## src/rtl/tfd_pkg.sv

```systemverilog
// tfd_pkg: shared types, codes and helper functions for the telemetry frame decoder
// used by tfd_emit and telemetry_frame_decoder; depends on nothing else
package tfd_pkg;

    // fixed frame layout
    localparam int HEADER_BYTES = 12;
    localparam int MASK_W       = 16;
    // field index wide enough to hold "no more fields" for up to 16 fields
    localparam int IDX_W        = 5;

    // result kind codes
    localparam logic KIND_FIELD  = 1'b0;
    localparam logic KIND_STATUS = 1'b1;

    // status codes
    localparam logic [1:0] STATUS_OK    = 2'd0;
    localparam logic [1:0] STATUS_SHORT = 2'd1;
    localparam logic [1:0] STATUS_TRUNC = 2'd2;

    // one result beat
    typedef struct packed {
        logic        kind;
        logic        run_last;
        logic [3:0]  field_index;
        logic [31:0] field_bits;
        logic [15:0] message_id;
        logic [15:0] source_port;
        logic [15:0] dest_port;
        logic [15:0] sequence_num;
        logic [15:0] payload_len;
        logic [15:0] presence_mask;
        logic        checksum_ok;
        logic [1:0]  status;
    } tfd_result_t;

    // work handed from the frame tracker to the result sequencer
    typedef struct packed {
        logic              head_valid;
        tfd_result_t       head;
        logic              fill_valid;
        logic [IDX_W-1:0]  fill_idx;
        logic [MASK_W-1:0] mask;
    } tfd_job_t;

    // byte size of a field by its index
    function automatic logic [2:0] field_size(logic [IDX_W-1:0] idx);
        return (idx == IDX_W'(0) || idx == IDX_W'(1) || idx == IDX_W'(13)) ? 3'd4 : 3'd2;
    endfunction

    // first present field at or above from, or count when none is left
    function automatic logic [IDX_W-1:0] next_present(logic [MASK_W-1:0] mask,
                                                      logic [IDX_W-1:0]  from,
                                                      logic [IDX_W-1:0]  count);
        logic [IDX_W-1:0] r;
        logic             found;
        r     = count;
        found = 1'b0;
        for (int j = 0; j < MASK_W; j++)
        begin
            if (!found && IDX_W'(j) >= from && IDX_W'(j) < count && mask[j])
            begin
                r     = IDX_W'(j);
                found = 1'b1;
            end
        end
        return r;
    endfunction

endpackage

```

## src/rtl/tfd_emit.sv

```systemverilog
// tfd_emit: result sequencer, holds one job and the output register
// depends on tfd_pkg
module tfd_emit
    import tfd_pkg::*;
#(
    parameter int FIELD_COUNT = 14
)
(
    input  logic        clk,
    input  logic        rst_n,
    input  logic        load,
    input  tfd_job_t    job,
    output logic        busy,
    output logic        out_valid,
    input  logic        out_stall,
    output tfd_result_t result
);

    localparam logic [IDX_W-1:0] FC = IDX_W'(FIELD_COUNT);

    logic              head_valid_reg;
    tfd_result_t       head_reg;
    logic              fill_valid_reg;
    logic [IDX_W-1:0]  fill_idx_reg;
    logic [MASK_W-1:0] mask_reg;
    logic              out_valid_reg;
    tfd_result_t       out_reg;

    logic              job_any;
    logic              out_free;
    logic              move;
    logic [IDX_W-1:0]  fill_after;
    logic              job_last;
    tfd_result_t       cur;

    // next result taken from the job
    always_comb
    begin
        job_any    = head_valid_reg || fill_valid_reg;
        out_free   = !out_valid_reg || !out_stall;
        move       = job_any && out_free;
        fill_after = next_present(mask_reg, fill_idx_reg + IDX_W'(1), FC);
        job_last   = head_valid_reg ? !fill_valid_reg : (fill_after >= FC);
        if (head_valid_reg)
        begin
            cur = head_reg;
        end
        else
        begin
            cur             = '0;
            cur.kind        = KIND_FIELD;
            cur.field_index = fill_idx_reg[3:0];
        end
        cur.run_last = job_last;
    end

    // a new job may land when no job is held or when the last beat of the current one moves out
    assign busy = job_any && !(move && job_last);

    // job and output register control
    always_ff @(posedge clk or negedge rst_n)
    begin
        if (!rst_n)
        begin
            head_valid_reg <= 1'b0;
            fill_valid_reg <= 1'b0;
            out_valid_reg  <= 1'b0;
        end
        else
        begin
            if (move)
            begin
                out_valid_reg <= 1'b1;
                if (head_valid_reg)
                begin
                    head_valid_reg <= 1'b0;
                end
                else if (fill_after >= FC)
                begin
                    fill_valid_reg <= 1'b0;
                end
            end
            else if (!out_stall)
            begin
                out_valid_reg <= 1'b0;
            end
            if (load)
            begin
                head_valid_reg <= job.head_valid;
                fill_valid_reg <= job.fill_valid;
            end
        end
    end

    // job and output payload
    always_ff @(posedge clk)
    begin
        if (move)
        begin
            out_reg <= cur;
            if (!head_valid_reg)
            begin
                fill_idx_reg <= fill_after;
            end
        end
        if (load)
        begin
            head_reg     <= job.head;
            fill_idx_reg <= job.fill_idx;
            mask_reg     <= job.mask;
        end
    end

    assign out_valid = out_valid_reg;
    assign result    = out_reg;

endmodule

```

## src/rtl/telemetry_frame_decoder.sv

```systemverilog
// telemetry_frame_decoder: top level, frame tracking and field assembly
// depends on tfd_pkg and tfd_emit
//
//  channel  direction  handshake            payload
//  in       input      in_valid / in_stall   data_byte, frame_end
//  out      output     out_valid / out_stall kind .. status, one port per field
//
// one byte is taken per cycle while in_stall is low; its results go through the job slot
// to the output register, one beat per cycle while out_stall is low, so a byte with more
// than one result holds in_stall high while the sequencer walks the presence mask (zero-fill bursts)
// reset clears the frame state, the job and the output register
// out_stall holds the output register; the next byte is still taken while
// the job slot is free
module telemetry_frame_decoder
    import tfd_pkg::*;
#(
    parameter int FIELD_COUNT = 14
)
(
    input  logic        clk,
    input  logic        rst_n,
    input  logic        in_valid,
    output logic        in_stall,
    input  logic [7:0]  data_byte,
    input  logic        frame_end,
    output logic        out_valid,
    input  logic        out_stall,
    output logic        kind,
    output logic        run_last,
    output logic [3:0]  field_index,
    output logic [31:0] field_bits,
    output logic [15:0] message_id,
    output logic [15:0] source_port,
    output logic [15:0] dest_port,
    output logic [15:0] sequence_num,
    output logic [15:0] payload_len,
    output logic [15:0] presence_mask,
    output logic        checksum_ok,
    output logic [1:0]  status
);

    localparam logic [IDX_W-1:0] FC      = IDX_W'(FIELD_COUNT);
    localparam logic [16:0]      POS_MAX = '1;

    logic [16:0]       pos_reg, pos_next;
    logic [7:0]        xor_reg, xor_next;
    logic [15:0]       hdr_reg  [6];
    logic [15:0]       hdr_next [6];
    logic [31:0]       acc_reg, acc_next;
    logic [IDX_W-1:0]  nf_reg, nf_next;
    logic [2:0]        cnt_reg, cnt_next;
    logic              exh_reg, exh_next;

    logic              accept;
    logic              busy;
    logic              job_load;
    tfd_job_t          job;
    tfd_result_t       result;
    logic [MASK_W-1:0] new_mask;
    logic [IDX_W-1:0]  nf_cur;
    logic [IDX_W-1:0]  fill_start;
    logic [31:0]       acc_shift;
    logic [2:0]        cnt_inc;

    assign accept   = in_valid && !in_stall;
    assign in_stall = busy;

    // per-byte frame update and job build
    always_comb
    begin
        pos_next   = pos_reg;
        xor_next   = xor_reg;
        hdr_next   = hdr_reg;
        acc_next   = acc_reg;
        nf_next    = nf_reg;
        cnt_next   = cnt_reg;
        exh_next   = exh_reg;
        job        = '0;
        new_mask   = {hdr_reg[5][7:0], data_byte};
        nf_cur     = nf_reg;
        fill_start = FC;
        acc_shift  = {acc_reg[23:0], data_byte};
        cnt_inc    = cnt_reg + 3'd1;
        job.mask   = hdr_reg[5];

        if (frame_end)
        begin
            // status beat, then back to the reset state
            job.head_valid = 1'b1;
            job.head.kind  = KIND_STATUS;
            if (pos_reg < 17'(HEADER_BYTES))
            begin
                job.head.status = STATUS_SHORT;
            end
            else
            begin
                job.head.message_id    = hdr_reg[0];
                job.head.source_port   = hdr_reg[1];
                job.head.dest_port     = hdr_reg[2];
                job.head.sequence_num  = hdr_reg[3];
                job.head.payload_len   = hdr_reg[4];
                job.head.presence_mask = hdr_reg[5];
                job.head.checksum_ok   = (xor_reg == data_byte);
                job.head.status = ({1'b0, pos_reg} < 18'(HEADER_BYTES) + {2'b0, hdr_reg[4]})
                                  ? STATUS_TRUNC : STATUS_OK;
            end
            pos_next = '0;
            xor_next = '0;
            for (int w = 0; w < 6; w++)
            begin
                hdr_next[w] = '0;
            end
            acc_next = '0;
            nf_next  = '0;
            cnt_next = '0;
            exh_next = 1'b0;
        end
        else
        begin
            if (pos_reg < 17'(HEADER_BYTES))
            begin
                // header bytes, big-endian words
                hdr_next[pos_reg[3:1]] = {hdr_reg[pos_reg[3:1]][7:0], data_byte};
                if (pos_reg == 17'(HEADER_BYTES - 1))
                begin
                    job.mask = new_mask;
                    nf_cur   = next_present(new_mask, '0, FC);
                    acc_next = '0;
                    cnt_next = '0;
                    nf_next  = nf_cur;
                    if (hdr_reg[4] == 16'd0)
                    begin
                        exh_next   = 1'b1;
                        fill_start = nf_cur;
                        nf_next    = FC;
                    end
                end
            end
            else if (!exh_reg)
            begin
                // payload byte into the current field
                if (nf_reg < FC)
                begin
                    if (cnt_inc >= field_size(nf_reg))
                    begin
                        job.head_valid       = 1'b1;
                        job.head.kind        = KIND_FIELD;
                        job.head.field_index = nf_reg[3:0];
                        job.head.field_bits  = acc_shift;
                        acc_next = '0;
                        cnt_next = '0;
                        nf_cur   = next_present(hdr_reg[5], nf_reg + IDX_W'(1), FC);
                    end
                    else
                    begin
                        acc_next = acc_shift;
                        cnt_next = cnt_inc;
                    end
                    nf_next = nf_cur;
                end
                // end of payload: zero-fill what is left
                if ({1'b0, pos_reg} >= {2'b0, hdr_reg[4]} + 18'(HEADER_BYTES - 1))
                begin
                    exh_next   = 1'b1;
                    fill_start = nf_cur;
                    nf_next    = FC;
                    acc_next   = '0;
                    cnt_next   = '0;
                end
            end
            xor_next = xor_reg ^ data_byte;
            if (pos_reg < POS_MAX)
            begin
                pos_next = pos_reg + 17'd1;
            end
        end

        job.fill_valid = (fill_start < FC);
        job.fill_idx   = fill_start;
    end

    assign job_load = accept && (job.head_valid || job.fill_valid);

    // frame state
    always_ff @(posedge clk or negedge rst_n)
    begin
        if (!rst_n)
        begin
            pos_reg <= '0;
            xor_reg <= '0;
            for (int w = 0; w < 6; w++)
            begin
                hdr_reg[w] <= '0;
            end
            acc_reg <= '0;
            nf_reg  <= '0;
            cnt_reg <= '0;
            exh_reg <= 1'b0;
        end
        else if (accept)
        begin
            pos_reg <= pos_next;
            xor_reg <= xor_next;
            hdr_reg <= hdr_next;
            acc_reg <= acc_next;
            nf_reg  <= nf_next;
            cnt_reg <= cnt_next;
            exh_reg <= exh_next;
        end
    end

    // result sequencer
    tfd_emit #(
        .FIELD_COUNT (FIELD_COUNT)
    ) u_emit (
        .clk       (clk),
        .rst_n     (rst_n),
        .load      (job_load),
        .job       (job),
        .busy      (busy),
        .out_valid (out_valid),
        .out_stall (out_stall),
        .result    (result)
    );

    assign kind          = result.kind;
    assign run_last      = result.run_last;
    assign field_index   = result.field_index;
    assign field_bits    = result.field_bits;
    assign message_id    = result.message_id;
    assign source_port   = result.source_port;
    assign dest_port     = result.dest_port;
    assign sequence_num  = result.sequence_num;
    assign payload_len   = result.payload_len;
    assign presence_mask = result.presence_mask;
    assign checksum_ok   = result.checksum_ok;
    assign status        = result.status;

`ifndef ASSERT_OFF
    // the final byte returns the frame state to its start
    a_end_clears: assert property (@(posedge clk) disable iff (!rst_n)
        accept && frame_end |=> pos_reg == 17'd0 && xor_reg == 8'd0 && !exh_reg)
        else $error("frame state not cleared after final byte");

    // payload can only be exhausted once the header is complete
    a_exh_after_header: assert property (@(posedge clk) disable iff (!rst_n)
        exh_reg |-> pos_reg >= 17'(HEADER_BYTES))
        else $error("payload exhausted inside header");

    // field pointer never passes the field count
    a_nf_range: assert property (@(posedge clk) disable iff (!rst_n)
        nf_reg <= FC)
        else $error("field pointer out of range");

    // a status beat always closes its byte's results
    a_status_last: assert property (@(posedge clk) disable iff (!rst_n)
        out_valid && kind == KIND_STATUS |-> run_last)
        else $error("status beat not marked last");
`endif

endmodule
```

## config.mk

```make
export PLATFORM = sky130hd
export DESIGN_NAME = telemetry_frame_decoder
export DESIGN_NICKNAME = d
export VERILOG_FILES = /design/src/rtl/tfd_pkg.sv /design/src/rtl/tfd_emit.sv /design/src/rtl/telemetry_frame_decoder.sv
export SDC_FILE = /design/constraint.sdc
export NUM_CORES = 1
export LEC_CHECK = 0
export BUFFER_PORTS_ARGS = -buffer_cell sky130_fd_sc_hd__buf_2
export CORE_ASPECT_RATIO = 1.2
export CORE_MARGIN = 8
export CORE_UTILIZATION = 50
export DETAILED_ROUTE_END_ITERATION = 10
export GPL_ROUTABILITY_DRIVEN = 0
export HOLD_SLACK_MARGIN = 0.12
export PLACE_DENSITY = 0.7
export SETUP_SLACK_MARGIN = 0.15
export SLEW_MARGIN = 20
export SYNTH_ARGS = -nofsm -noshare
export SYNTH_HDL_FRONTEND = slang
export SYNTH_HIERARCHICAL = 1
export SYNTH_SLANG_ARGS = --single-unit
```

## constraint.sdc

```tcl
create_clock -name clk -period 15.6 [get_ports clk]
set_input_delay 1.56 -clock clk [delete_from_list [all_inputs] [get_ports clk]]
set_output_delay 1.56 -clock clk [all_outputs]
set_load 0.03 [all_outputs]
```

==> key figures <==
Status
  – Run status: finished, final reports clean

Route
  – DRC Markers: 0
  – Vias: approximately 14,000
  – Detail Route Antenna Nets: 0
  – Drt initial violations: around 1,300
  – Drt total wl: 51.4 mm
  – DRT Pass-1 Iters: 7
  – Via density: ~6
  – Drt wl/cell: about 21 microns

Final layout
  – Area Overhead vs Synth: 13.0%
  – Fillers: roughly 3,400
  – Multi-input gate area: around 0.0075 sq mm
  – Nets@finish: 1,917
  – # diodes: 0
  – Sequential cell area: ~0.013 sq mm
  – Layout cell share with drive strength beyond 1: 16.4%
  – Finished Core Util: a little under three fifths
  – Max FFs per register: 137

Timing
  – Final WS setup: 9940 ps
  – Final TNS setup: 0 ps
  – Clock skew: ~25 ps
  – Max-slew violation count: 0
  – Period utilization: between 30 and 40%
  – Slew @ Worst Pin: about 1200 ps
  – Fmax: around 180 MHz
  – Relative slew slack: about a fifth
  – Finish-stage setup viols: 0
  – Minimum clock period: ~5700 ps
  – Hold Vio Cnt, Final: 0
  – RSZ-0062 raised after global routing: no

Floorplan
  – Core ar.: around 0.041 sq mm
  – Rows: 82
  – Die Area: 0.0484 sq mm
  – Effective utilization at floorplan: 50.2%
  – Chip width: a little over 200 microns
  – Die Y: roughly 240 microns
  – Ports: ~150

Setup path
  – Max stage delay on crit path: approximately 800 ps
  – Crit end category: register
  – Crit path required time: 15,780 ps
  – Critical Path Slowest Stage Cell: buf_4
  – Setup CP Type: reg -> reg
  – Critical Path AT: just under 6000 ps
  – Crit path cell chain: inv_1, ha_1, a21oi_1, nor3_1, nand3_1, xor2_1, ha_1, and4_1, o2111ai_1, a31o_2, a21oi_1, o21ai_0, a21oi_4, nor3_2, o31ai_4, buf_4, buf_4
  – Worst Path Max Fanout: between 70 and 80
  – Crit path launch type: register

Pwr
  – PwrDens: around 120 mW/mm^2
  – Lkg Pwr: about 9.6 nW
  – Worst vdd ir: between 0.00006 and 0.00007 V

CTS
  – Clk sinks: approximately 450
  – Max clock buf depth: 3
  – CTS buffer count: 43
  – CTS tree: yes
  – Total setup buffers inserted after CTS: 0
  – Post_cts resized: 0
  – Clock-pin slew on the worst setup and hold paths: approximately 60 ps
  – CTS Hold Bufs: 0
  – Root Driver: clkbuf_16
  – # H-tree levels: 2
  – Clk Latency, worst-skew pair: approximately 570 ps

Global routing
  – First-pass GRT wire length: roughly 80 mm
  – GRT Overall Usage: between 20% and 30%
  – Initial antenna violation count: 2
  – Gr ovfl total: 0
  – Largest net degree at the start of global routing: roughly 130
  – Vias in the first global route: 13,900

Placed design
  – Setup WS pre-CTS: around 10,000 ps
  – Port bufs: ~150
  – Dpl hpwl: ~35 mm

Logic synthesis
  – Gate count of the mapped netlist: between 1,500 and 2,000
  – Avg Synthesized Cell Area: about 12 sq um
  – Post-Synthesis Cell Area: approximately 0.021 sq mm
  – Syn Nets: roughly 1,800
  – Yosys warns: 6

Job
  – Max_cap viols: 0

Worst hold path
  – Hold Crit Class: reg -> reg
==> layout by cell type (no fill, tap or decap), types with 5 or more instances in the layout <==
cell	count
clkbuf_1	7
nor3_1	33
nor3_2	6
nand2b_1	14
clkinv_1	9
o31ai_1	7
nor4_1	13
o21ai_0	129
and3_1	93
xnor2_1	16
nor2b_1	22
xor2_1	35
a22o_1	46
a21oi_1	50
nand2_1	173
nand3_1	26
and4_1	8
dfrtp_1	156
mux2_2	16
o21a_1	8
a31oi_1	10
nand3b_1	5
mux2i_1	8
o21ai_2	7
bufinv_16	8
nor2_1	76
clkbuf_16	43
buf_4	21
nand4_1	13
buf_2	150
edfxtp_1	292
and2_1	171
inv_1	26
ha_1	50
or3_1	6
==> routing by layer <==
| metal | global-route usage, % | vias to the layer above | routed length, microns |
|---|---|---|---|
| li1 | - | 6583 | - |
| met1 | 27.1 | 6875 | 21000 |
| met2 | 33.3 | 588 | 24200 |
| met3 | 3.77 | 161 | 3670 |
| met4 | 9.99 | 2 | 2500 |
| met5 | 0 | - | 8 |
==> path summary, 6_finish.rpt <==
| check | start | end | slack, ps | cells after the start |
|---|---|---|---|---|
| max in group asynchronous | rst_n | acc_reg[14]$_DFFE_PN0P_ | 13050 | 2 |
| min in group asynchronous | rst_n | u_emit/fill_valid_reg$_DFFE_PN0P_ | 990 | 1 |
| min | hdr_reg[56]$_DFFE_PN0P_ | hdr_reg[56]$_DFFE_PN0P_ | 480 | 2 |
| max | hdr_reg[19]$_DFFE_PN0P_ | u_emit/head_reg[97]$_DFFE_PP_ | 9940 | 17 |
| max reg2reg | hdr_reg[19]$_DFFE_PN0P_ | u_emit/head_reg[97]$_DFFE_PP_ | 9940 | 17 |
| min reg2reg | hdr_reg[56]$_DFFE_PN0P_ | hdr_reg[56]$_DFFE_PN0P_ | 480 | 2 |
==> power by group <==
part           internal, W  switching [W]  total, W
Clock             0.000666       0.000447   0.00111
Sequential         0.00132      0.0000435   0.00137
Combinational    0.0000884       0.000209  0.000298
Total              0.00208       0.000700   0.00278
==> per-stage QoR <==
stage,std cells,total power (W),area (sq um),hold slack (ps)
finish,2434,0.00278,23500,475
global route,2434,0.00287,23500,489
CTS,2433,0.00280,23400,477
detailed placement,2354,0.00168,21900,463
global placement,2354,0.00168,21900,457
floorplan,1752,0.00158,20800,442
==> critical path: cells and delay by family (launching register included) <==
| kind | cells | cell delay [ps] |
|---|---|---|
| buffers and inverters | 3 | 1540 |
| adder cells (fa/ha/maj) | 2 | 480 |
| AND/OR/NAND/NOR | 4 | 940 |
| XOR/XNOR | 1 | 180 |
| AO/OA/AOI/OAI | 7 | 1580 |
| flip-flops | 1 | 470 |
==> cell type report <==
cell class	count	area share (%)
Multi-Input combinational cell	1158	32.1
Inverter	29	0.464
Clock buffer	54	4.93
Sequential cell	449	54.1
Timing Repair Buffer	173	3.96
Clock inverter	25	1.59
Tap cell	546	2.91
No activity file was read; power rests on OpenSTA's default activity.
